File: config.mk
export PLATFORM = sky130hd
export DESIGN_NAME = priority_task_scheduler_with_delays
export DESIGN_NICKNAME = d
export VERILOG_FILES = /design/src/hdl/pts_pkg.sv /design/src/hdl/priority_task_scheduler_with_delays.sv
export SDC_FILE = /design/constraint.sdc
export NUM_CORES = 1
export LEC_CHECK = 0
export BUFFER_PORTS_ARGS = -buffer_cell sky130_fd_sc_hd__buf_2
export CAP_MARGIN = 0
export CORE_MARGIN = 5
export CORE_UTILIZATION = 48
export CTS_CLUSTER_SIZE = 24
export DETAILED_ROUTE_END_ITERATION = 16
export SLEW_MARGIN = 20
export SYNTH_ARGS = -nofsm -noshare
export SYNTH_HDL_FRONTEND = slang
export SYNTH_SLANG_ARGS = --single-unit
File: constraint.sdc
create_clock -name clk_i -period 12.5 [get_ports clk_i]
set_input_delay 1.25 -clock clk_i [delete_from_list [all_inputs] [get_ports clk_i]]
set_output_delay 1.25 -clock clk_i [all_outputs]
set_load 0.01 [all_outputs]
File: src/hdl/pts_pkg.sv
// Shared types and constants for the priority task scheduler.
package pts_pkg;

  typedef enum logic [2:0] {
    MODE_CREATE    = 3'd0,
    MODE_DELAY     = 3'd1,
    MODE_TICK      = 3'd2,
    MODE_START     = 3'd3,
    MODE_ISR_ENTER = 3'd4,
    MODE_ISR_EXIT  = 3'd5
  } mode_e;

  typedef enum logic [1:0] {
    SLOT_FREE    = 2'd0,
    SLOT_READY   = 2'd1,
    SLOT_DELAYED = 2'd2
  } slot_status_e;

  typedef enum logic [4:0] {
    ST_IDLE,
    ST_C_POP,
    ST_C_PREV,
    ST_INS_WALK,
    ST_INS_LINK1,
    ST_INS_LINK2,
    ST_INS_LINK3,
    ST_D_FIRST,
    ST_D_PREV,
    ST_D_HEAD,
    ST_D_WALK,
    ST_D_LINK1,
    ST_D_LINK2,
    ST_T_WALK,
    ST_T_UNLINK1,
    ST_T_UNLINK2,
    ST_T_CONT,
    ST_SCHED,
    ST_DONE
  } state_e;

  localparam logic [7:0] IDLE_PRIORITY = 8'd100;
  localparam logic [7:0] ISR_DEPTH_MAX = 8'd255;

  typedef struct packed {
    logic [2:0]  mode;
    logic [7:0]  priority_req;
    logic [15:0] delay_ticks;
  } in_item_t;

  typedef struct packed {
    logic        running_valid;
    logic [3:0]  running_task;
    logic        switched;
    logic [3:0]  new_task;
    logic        error;
    logic [15:0] switch_count;
    logic [15:0] tick_count;
  } out_item_t;

endpackage

File: src/hdl/priority_task_scheduler_with_delays.sv
// Top level: task scheduler with ready, delayed and free slot lists.
//
// Usage: one event beat on the input channel (valid/stall), one status
// beat on the output channel. Modes: create, delay head ready task, tick,
// start, ISR enter, ISR exit. The block takes one event at a time; in_stall_o
// stays high while the event is worked through.
// Sequencing: a sequencer walks the slot table one entry per cycle through a
// single table read port and a single write port. A tick walks the delayed
// list and stops the walk for a ready-list insertion of each expiring task.
// The result sits in an output register; the next event is accepted while
// it waits. If the receiver stalls, the sequencer holds its finished result
// in the last step until the output register frees up.
// Reset: slot 0 holds the idle task (priority 100, ready), the other slots
// are free, counters clear and no task runs until a start event.
module priority_task_scheduler_with_delays #(
  parameter int MAX_TASKS = 8
) (
  input  logic               clk_i,
  input  logic               rst_ni,
  input  logic               in_valid_i,
  output logic               in_stall_o,
  input  pts_pkg::in_item_t  in_data_i,
  output logic               out_valid_o,
  input  logic               out_stall_i,
  output pts_pkg::out_item_t out_data_o
);

  localparam int NSLOTS = MAX_TASKS + 1;
  localparam int W      = $clog2(NSLOTS + 1);
  localparam int IW     = $clog2(NSLOTS);
  localparam logic [W-1:0] NONE = W'(NSLOTS);

  function automatic logic vld(input logic [W-1:0] s);
    return s < NONE;
  endfunction

  // slot table
  logic [1:0]   status_q [NSLOTS];
  logic [7:0]   prio_q   [NSLOTS];
  logic [15:0]  rem_q    [NSLOTS];
  logic [W-1:0] next_q   [NSLOTS];
  logic [W-1:0] prev_q   [NSLOTS];

  pts_pkg::state_e state_q, state_d;
  pts_pkg::in_item_t req_q, req_d;
  logic [W-1:0] ready_head_q, ready_head_d;
  logic [W-1:0] delayed_head_q, delayed_head_d;
  logic [W-1:0] free_head_q, free_head_d;
  logic [W-1:0] cur_q, cur_d;
  logic         started_q, started_d;
  logic [7:0]   nest_q, nest_d;
  logic [15:0]  sw_cnt_q, sw_cnt_d;
  logic [15:0]  ticks_q, ticks_d;
  logic [W-1:0] slot_q, slot_d;
  logic [W-1:0] p_q, p_d;
  logic [W-1:0] last_q, last_d;
  logic [W-1:0] nx_q, nx_d;
  logic [W-1:0] pv_q, pv_d;
  logic [W-1:0] n_q, n_d;
  logic [W-1:0] tn_q, tn_d;
  logic [7:0]   ins_prio_q, ins_prio_d;
  logic         ret_tick_q, ret_tick_d;
  logic         sw_q, sw_d;
  logic         err_q, err_d;
  logic [W-1:0] created_q, created_d;
  logic         out_valid_q, out_valid_d;
  pts_pkg::out_item_t out_data_q;
  logic         out_load;

  logic [W-1:0] rd_addr, wr_addr;
  logic [7:0]   rd_prio;
  logic [15:0]  rd_rem;
  logic [W-1:0] rd_next, rd_prev;
  logic         we_status, we_prio, we_rem, we_next, we_prev;
  logic [1:0]   wd_status;
  logic [7:0]   wd_prio;
  logic [15:0]  wd_rem;
  logic [W-1:0] wd_next, wd_prev;

  assign rd_prio   = prio_q[rd_addr[IW-1:0]];
  assign rd_rem    = rem_q[rd_addr[IW-1:0]];
  assign rd_next   = next_q[rd_addr[IW-1:0]];
  assign rd_prev   = prev_q[rd_addr[IW-1:0]];

  always_ff @(posedge clk_i or negedge rst_ni) begin
    if (!rst_ni) begin
      for (int i = 0; i < NSLOTS; i++) begin
        status_q[i] <= (i == 0) ? pts_pkg::SLOT_READY : pts_pkg::SLOT_FREE;
        prio_q[i]   <= (i == 0) ? pts_pkg::IDLE_PRIORITY : 8'd0;
        rem_q[i]    <= 16'd0;
        next_q[i]   <= (i >= 1 && i + 1 < NSLOTS) ? W'(i + 1) : NONE;
        prev_q[i]   <= NONE;
      end
    end else begin
      if (we_status) status_q[wr_addr[IW-1:0]] <= wd_status;
      if (we_prio)   prio_q[wr_addr[IW-1:0]]   <= wd_prio;
      if (we_rem)    rem_q[wr_addr[IW-1:0]]    <= wd_rem;
      if (we_next)   next_q[wr_addr[IW-1:0]]   <= wd_next;
      if (we_prev)   prev_q[wr_addr[IW-1:0]]   <= wd_prev;
    end
  end

  always_ff @(posedge clk_i or negedge rst_ni) begin
    if (!rst_ni) begin
      state_q        <= pts_pkg::ST_IDLE;
      ready_head_q   <= '0;
      delayed_head_q <= NONE;
      free_head_q    <= (NSLOTS > 1) ? W'(1) : NONE;
      cur_q          <= NONE;
      started_q      <= 1'b0;
      nest_q         <= 8'd0;
      sw_cnt_q       <= 16'd0;
      ticks_q        <= 16'd0;
      out_valid_q    <= 1'b0;
      ret_tick_q     <= 1'b0;
    end else begin
      state_q        <= state_d;
      ready_head_q   <= ready_head_d;
      delayed_head_q <= delayed_head_d;
      free_head_q    <= free_head_d;
      cur_q          <= cur_d;
      started_q      <= started_d;
      nest_q         <= nest_d;
      sw_cnt_q       <= sw_cnt_d;
      ticks_q        <= ticks_d;
      out_valid_q    <= out_valid_d;
      ret_tick_q     <= ret_tick_d;
    end
  end

  always_ff @(posedge clk_i) begin
    req_q      <= req_d;
    slot_q     <= slot_d;
    p_q        <= p_d;
    last_q     <= last_d;
    nx_q       <= nx_d;
    pv_q       <= pv_d;
    n_q        <= n_d;
    tn_q       <= tn_d;
    ins_prio_q <= ins_prio_d;
    sw_q       <= sw_d;
    err_q      <= err_d;
    created_q  <= created_d;
    if (out_load) begin
      out_data_q.running_valid <= vld(cur_q);
      out_data_q.running_task  <= vld(cur_q) ? 4'(cur_q) : 4'd0;
      out_data_q.switched      <= sw_q;
      out_data_q.new_task      <= 4'(created_q);
      out_data_q.error         <= err_q;
      out_data_q.switch_count  <= sw_cnt_q;
      out_data_q.tick_count    <= ticks_q;
    end
  end

  always_comb begin
    state_d        = state_q;
    req_d          = req_q;
    ready_head_d   = ready_head_q;
    delayed_head_d = delayed_head_q;
    free_head_d    = free_head_q;
    cur_d          = cur_q;
    started_d      = started_q;
    nest_d         = nest_q;
    sw_cnt_d       = sw_cnt_q;
    ticks_d        = ticks_q;
    slot_d         = slot_q;
    p_d            = p_q;
    last_d         = last_q;
    nx_d           = nx_q;
    pv_d           = pv_q;
    n_d            = n_q;
    tn_d           = tn_q;
    ins_prio_d     = ins_prio_q;
    ret_tick_d     = ret_tick_q;
    sw_d           = sw_q;
    err_d          = err_q;
    created_d      = created_q;
    out_load       = 1'b0;
    rd_addr        = p_q;
    wr_addr        = slot_q;
    we_status      = 1'b0;
    we_prio        = 1'b0;
    we_rem         = 1'b0;
    we_next        = 1'b0;
    we_prev        = 1'b0;
    wd_status      = pts_pkg::SLOT_READY;
    wd_prio        = req_q.priority_req;
    wd_rem         = 16'd0;
    wd_next        = NONE;
    wd_prev        = NONE;

    unique case (state_q)
      pts_pkg::ST_IDLE: begin
        if (in_valid_i) begin
          req_d     = in_data_i;
          sw_d      = 1'b0;
          err_d     = 1'b0;
          created_d = '0;
          state_d   = pts_pkg::ST_DONE;
          case (in_data_i.mode)
            pts_pkg::MODE_CREATE: begin
              if (!vld(free_head_q)) begin
                err_d = 1'b1;
              end else begin
                slot_d  = free_head_q;
                state_d = pts_pkg::ST_C_POP;
              end
            end
            pts_pkg::MODE_DELAY: begin
              if (in_data_i.delay_ticks != 16'd0 && vld(ready_head_q)) begin
                slot_d  = ready_head_q;
                state_d = pts_pkg::ST_D_FIRST;
              end
            end
            pts_pkg::MODE_TICK: begin
              ticks_d = ticks_q + 16'd1;
              p_d     = delayed_head_q;
              tn_d    = '0;
              state_d = pts_pkg::ST_T_WALK;
            end
            pts_pkg::MODE_START: begin
              started_d = 1'b1;
              state_d   = pts_pkg::ST_SCHED;
            end
            pts_pkg::MODE_ISR_ENTER: begin
              if (nest_q != pts_pkg::ISR_DEPTH_MAX) nest_d = nest_q + 8'd1;
            end
            pts_pkg::MODE_ISR_EXIT: begin
              if (nest_q != 8'd0) begin
                nest_d = nest_q - 8'd1;
                if (nest_q == 8'd1) state_d = pts_pkg::ST_SCHED;
              end
            end
            default: ;
          endcase
        end
      end
      pts_pkg::ST_C_POP: begin
        rd_addr     = slot_q;
        free_head_d = rd_next;
        we_prio     = 1'b1;
        we_rem      = 1'b1;
        ins_prio_d  = req_q.priority_req;
        created_d   = slot_q;
        state_d     = pts_pkg::ST_C_PREV;
      end
      pts_pkg::ST_C_PREV: begin
        if (vld(free_head_q)) begin
          wr_addr = free_head_q;
          we_prev = 1'b1;
        end
        p_d        = ready_head_q;
        last_d     = NONE;
        n_d        = '0;
        ret_tick_d = 1'b0;
        state_d    = pts_pkg::ST_INS_WALK;
      end
      pts_pkg::ST_INS_WALK: begin
        // stop at the first task strictly less urgent than the new one
        if (vld(p_q) && n_q < NONE && !(ins_prio_q < rd_prio)) begin
          last_d = p_q;
          p_d    = rd_next;
          n_d    = n_q + W'(1);
        end else begin
          state_d = pts_pkg::ST_INS_LINK1;
        end
      end
      pts_pkg::ST_INS_LINK1: begin
        we_prev   = 1'b1;
        wd_prev   = last_q;
        we_next   = 1'b1;
        wd_next   = p_q;
        we_status = 1'b1;
        wd_status = pts_pkg::SLOT_READY;
        state_d   = pts_pkg::ST_INS_LINK2;
      end
      pts_pkg::ST_INS_LINK2: begin
        if (vld(last_q)) begin
          wr_addr = last_q;
          we_next = 1'b1;
          wd_next = slot_q;
        end else begin
          ready_head_d = slot_q;
        end
        state_d = pts_pkg::ST_INS_LINK3;
      end
      pts_pkg::ST_INS_LINK3: begin
        if (vld(p_q)) begin
          wr_addr = p_q;
          we_prev = 1'b1;
          wd_prev = slot_q;
        end
        state_d = ret_tick_q ? pts_pkg::ST_T_CONT : pts_pkg::ST_SCHED;
      end
      pts_pkg::ST_D_FIRST: begin
        rd_addr = slot_q;
        if (!vld(rd_next)) begin
          err_d   = 1'b1;
          state_d = pts_pkg::ST_DONE;
        end else begin
          ready_head_d = rd_next;
          nx_d         = rd_next;
          we_rem       = 1'b1;
          wd_rem       = req_q.delay_ticks;
          we_status    = 1'b1;
          wd_status    = pts_pkg::SLOT_DELAYED;
          we_next      = 1'b1;
          state_d      = pts_pkg::ST_D_PREV;
        end
      end
      pts_pkg::ST_D_PREV: begin
        wr_addr = nx_q;
        we_prev = 1'b1;
        state_d = pts_pkg::ST_D_HEAD;
      end
      pts_pkg::ST_D_HEAD: begin
        if (!vld(delayed_head_q)) begin
          delayed_head_d = slot_q;
          we_prev        = 1'b1;
          state_d        = pts_pkg::ST_SCHED;
        end else begin
          p_d     = delayed_head_q;
          n_d     = '0;
          state_d = pts_pkg::ST_D_WALK;
        end
      end
      pts_pkg::ST_D_WALK: begin
        if (vld(rd_next) && n_q < NONE) begin
          p_d = rd_next;
          n_d = n_q + W'(1);
        end else begin
          state_d = pts_pkg::ST_D_LINK1;
        end
      end
      pts_pkg::ST_D_LINK1: begin
        wr_addr = p_q;
        we_next = 1'b1;
        wd_next = slot_q;
        state_d = pts_pkg::ST_D_LINK2;
      end
      pts_pkg::ST_D_LINK2: begin
        we_prev = 1'b1;
        wd_prev = p_q;
        state_d = pts_pkg::ST_SCHED;
      end
      pts_pkg::ST_T_WALK: begin
        if (vld(p_q) && tn_q < NONE) begin
          nx_d    = rd_next;
          wr_addr = p_q;
          we_rem  = 1'b1;
          wd_rem  = rd_rem - 16'd1;
          if (rd_rem == 16'd1) begin
            pv_d       = rd_prev;
            slot_d     = p_q;
            ins_prio_d = rd_prio;
            state_d    = pts_pkg::ST_T_UNLINK1;
          end else begin
            p_d  = rd_next;
            tn_d = tn_q + W'(1);
          end
        end else begin
          state_d = pts_pkg::ST_DONE;
        end
      end
      pts_pkg::ST_T_UNLINK1: begin
        if (vld(pv_q)) begin
          wr_addr = pv_q;
          we_next = 1'b1;
          wd_next = nx_q;
        end else begin
          delayed_head_d = nx_q;
        end
        state_d = pts_pkg::ST_T_UNLINK2;
      end
      pts_pkg::ST_T_UNLINK2: begin
        if (vld(nx_q)) begin
          wr_addr = nx_q;
          we_prev = 1'b1;
          wd_prev = pv_q;
        end
        p_d        = ready_head_q;
        last_d     = NONE;
        n_d        = '0;
        ret_tick_d = 1'b1;
        state_d    = pts_pkg::ST_INS_WALK;
      end
      pts_pkg::ST_T_CONT: begin
        p_d     = nx_q;
        tn_d    = tn_q + W'(1);
        state_d = pts_pkg::ST_T_WALK;
      end
      pts_pkg::ST_SCHED: begin
        if (started_q && vld(ready_head_q) && cur_q != ready_head_q) begin
          cur_d    = ready_head_q;
          sw_cnt_d = sw_cnt_q + 16'd1;
          sw_d     = 1'b1;
        end
        state_d = pts_pkg::ST_DONE;
      end
      pts_pkg::ST_DONE: begin
        if (!out_valid_q || !out_stall_i) begin
          out_load = 1'b1;
          state_d  = pts_pkg::ST_IDLE;
        end
      end
      default: state_d = pts_pkg::ST_IDLE;
    endcase
  end

  assign out_valid_d = out_load | (out_valid_q & out_stall_i);
  assign in_stall_o  = (state_q != pts_pkg::ST_IDLE);
  assign out_valid_o = out_valid_q;
  assign out_data_o  = out_data_q;

`ifndef SYNTHESIS
  a_ready_nonempty: assert property (@(posedge clk_i) disable iff (!rst_ni)
    vld(ready_head_q))
    else $error("ready list lost its head");

  a_switch_has_task: assert property (@(posedge clk_i) disable iff (!rst_ni)
    out_valid_o && out_data_o.switched |-> out_data_o.running_valid)
    else $error("switch reported with no running task");

  a_switch_counts: assert property (@(posedge clk_i) disable iff (!rst_ni)
    state_q == pts_pkg::ST_SCHED && sw_d |=> sw_cnt_q == $past(sw_cnt_q) + 16'd1)
    else $error("context switch not counted");
`endif

endmodule

==> summary.md <==
| Metric | Value |
|---|---|
| Crit-path max FO | `63` |
| Final Setup Violations | `0` |
| Crit end category | `register` |
| Total Wirelength | `67700 um` |
| Cell Rows | `80` |
| Count of cell types in the netlist | `101` |
| Final Cycle Share | `50.4%` |
| Max VDD drop | `0.000162 V` |
| Clk_lat worst skew | `0.60 ns` |
| Largest net degree at the start of global routing | `155` |
| Most frequent cells in the layout | `310 x dfrtp_1, 263 x nand2_1, 259 x mux2_2, 113 x a21oi_1` |
| Total grt overflow | `0` |
| Final Power | `7.17 mW` |
| Setup TNS | `0 ns` |
| Iter 0 DRT Violations | `1763` |
| Tmin final | `6.30 ns` |
| Layout cells sized above 1 | `24.5%` |
| Top_reg_cell synth | `dfrtp_1` |
| Worst Reg2Reg Path Length in Cells | `12` |
| Crit path DAT | `6.51 ns` |
| Reg clk slew, reported paths | `0.06 ns` |
| I/O Pins | `76` |
| RR Startpoint | `state_q[2]` |
| Sink Count | `461` |
| Initial antenna violation count | `2` |
| Final nets | `2221` |
| Hpwl dp | `45900 um` |
| Seq/Total Area, Yosys | `52.4%` |
| First-pass detailed-route iteration total | `6` |
| WS Path Type | `reg2reg` |
| Via count | `17500` |
| CTS tree | `done` |
| Max Cap Viol | `0` |
| Clock buffer depth | `3` |
| EDFF count, synth | `109` |
| Post-synthesis register bit count | `461` |
| CTS root buf | `clkbuf_16` |
| Ys Warns | `0` |
| Cell Area, Synth | `23200 um^2` |
| Synth-to-Final Area Change | `11.2%` |
| Die W | `230 um` |
| Critical Path Start Type | `register` |
| Cts hold-fix bufs | `0` |
| Setup Buffers After CTS | `0` |
| Outcome | `finished, final reports clean` |
| RSZ-0062 raised after global routing | `false` |
| First-pass GRT wire length | `104000 um` |
| Power Dens Cells | `278 nW/um^2` |
| Leak pwr | `11.0 nW` |
| DRC | `0` |
| Worst Hold End | `out_data_o[32]` |
| Gr usage total | `25.1%` |
| Commonest non-fill, non-tap cell in the layout | `dfrtp_1` |
| Min-delay src | `err_q` |
| Core area | `47700 um^2` |
| Mean area per synthesized cell | `10.9 um^2` |
| Port bufs | `75` |
| GPL Wtd Cong | `0.916` |
| Area share of the largest cell type after synthesis | `33.5%` |
| CP required | `12.71 ns` |
| Cell count after synthesis | `2135` |
| Top post-synthesis cells by area | `dfrtp_1 33%, edfxtp_1 14%, mux2_2 13%, dfstp_2 4.8%, nand2_1 4.3%` |
| Reg-to-reg slack, setup | `6.20 ns` |
| Routed wire per std cell | `23.9 um` |
| Worst reg2reg endpoint | `p_q[3]` |
| Post-CTS Resized | `0` |
| H-Tree Depth | `2` |
| Synthesized Nets | `2185` |
| Hold slack | `0.418 ns` |
| Max Fclk | `159 MHz` |
| Routed Antenna Nets | `0` |
| CTS buffer count | `50` |
| Clock Skew | `0.0219 ns` |
| Filler cell count in the final layout | `4201` |
| Hold depth | `0` |
| Rel. slew slack | `25.9%` |
| Final Slew Violations | `0` |
| Worst Tran Pin Value | `1.10 ns` |
| Synth area leader | `dfrtp_1` |
| Vias/cell | `6.21` |
| Initial Util | `48.5%` |
| Hold Fails Final Rpt | `0` |
| Die area | `52800 um^2` |
| Ys async rst share | `76.4%` |
| Vias in the first global route | `17500` |
| Hold WC Path Type | `reg2reg` |
| Die height | `230 um` |
cell families after synthesis:
family | synth area share (%)
and+or+nand+nor | 14.0
buffers and inverters | 3.20
AOI/OAI and AO/OA | 13.8
muxes | 13.5
adders and majority gates | 1.03
xor gates and xnor gates | 2.11
DFF | 52.4
worst max-delay path, cell delays in order, from the launching register on:
cell and delay, ns:
dfrtp_1 0.83, xnor2_2 0.17, buf_4 0.28, nand3_2 0.61, nand2_2 0.44, buf_4 0.67
a2111oi_0 0.26, nor4_1 0.87, nand4b_4 0.36, nor4_4 0.10, nand3_1 0.31, a21oi_1 0.19
nor4bb_1 0.76
how the worst max path moves through the flow:
stage                     startpoint         end  slack (ns)
after global routing      state_q[3]  rem_q[114]        5.78
after floorplan           in_valid_i   nest_q[7]        7.71
after CTS                 state_q[3]  rem_q[114]        6.29
after global placement    state_q[3]  rem_q[117]        6.50
final                     state_q[2]      p_q[3]        6.20
after detailed placement  state_q[3]  rem_q[118]        6.33
registers in the layout, indices dropped and copies added, names as in the netlist, 16 cells and up:
| name | flops |
|---|---|
| req_q | 16 |
| sw_cnt_q | 16 |
| rem_q | 144 |
| out_data_o | 43 |
| prev_q | 36 |
| ticks_q | 16 |
| next_q | 36 |
| prio_q | 72 |
through the flow:
step	utilization, %	worst slack [ns]	cells	instance area, um^2
floorplan	-	7.71	2135	23200
global placement	50.5	6.50	2734	24100
detailed placement	50.5	6.33	2734	24100
CTS	54.0	6.29	2824	25800
global route	54.0	5.78	2824	25800
finish	54.0	6.20	2825	25800
where the power goes:
part	switching (mW)	leakage [nW]	internal, mW
combinational	2.14	4.61	1.13
clock	0.606	0.819	0.887
sequential	0.336	5.59	2.06
total	3.09	11.0	4.08
routing by layer:
metal	share of wire, %	up-vias	wire (um)	track usage, %
met4	3.1	0	2110	8.74
met1	43	8733	29400	35.1
met5	0	-	0	0
met3	8.2	152	5540	5.54
met2	45	725	30600	39.2
li1	-	7939	-	-
synth_stat cells, types with 18 or more instances:
cell      instances
a211oi_1         23
a21oi_1         115
a31oi_1          31
and3_1           40
buf_1            21
buf_2            35
clkbuf_1         63
dfrtp_1         310
dfstp_2          42
edfxtp_1        109
ha_1             19
inv_1            54
mux2_2          259
nand2_1         264
nand2b_1         20
nand3_1         102
nand4_1          24
nor2_1          111
nor3_1           31
o21ai_0          75
xnor2_1          36
xor2_1           18
final cells by class:
class                   count  area (um^2)  share of cell area (%)
multi-input cells        1494        10400                    40.2
clock buffers              74         1490                    5.79
diodes                      1         2.50                 0.00971
flip-flops and latches    461        12100                    47.1
clock inverters            16          170                   0.660
repair buffers            108          649                    2.52
well taps                 615          769                    2.98
inverters                  56          210                   0.815
Note: power is estimated with default switching activity, not from simulation.
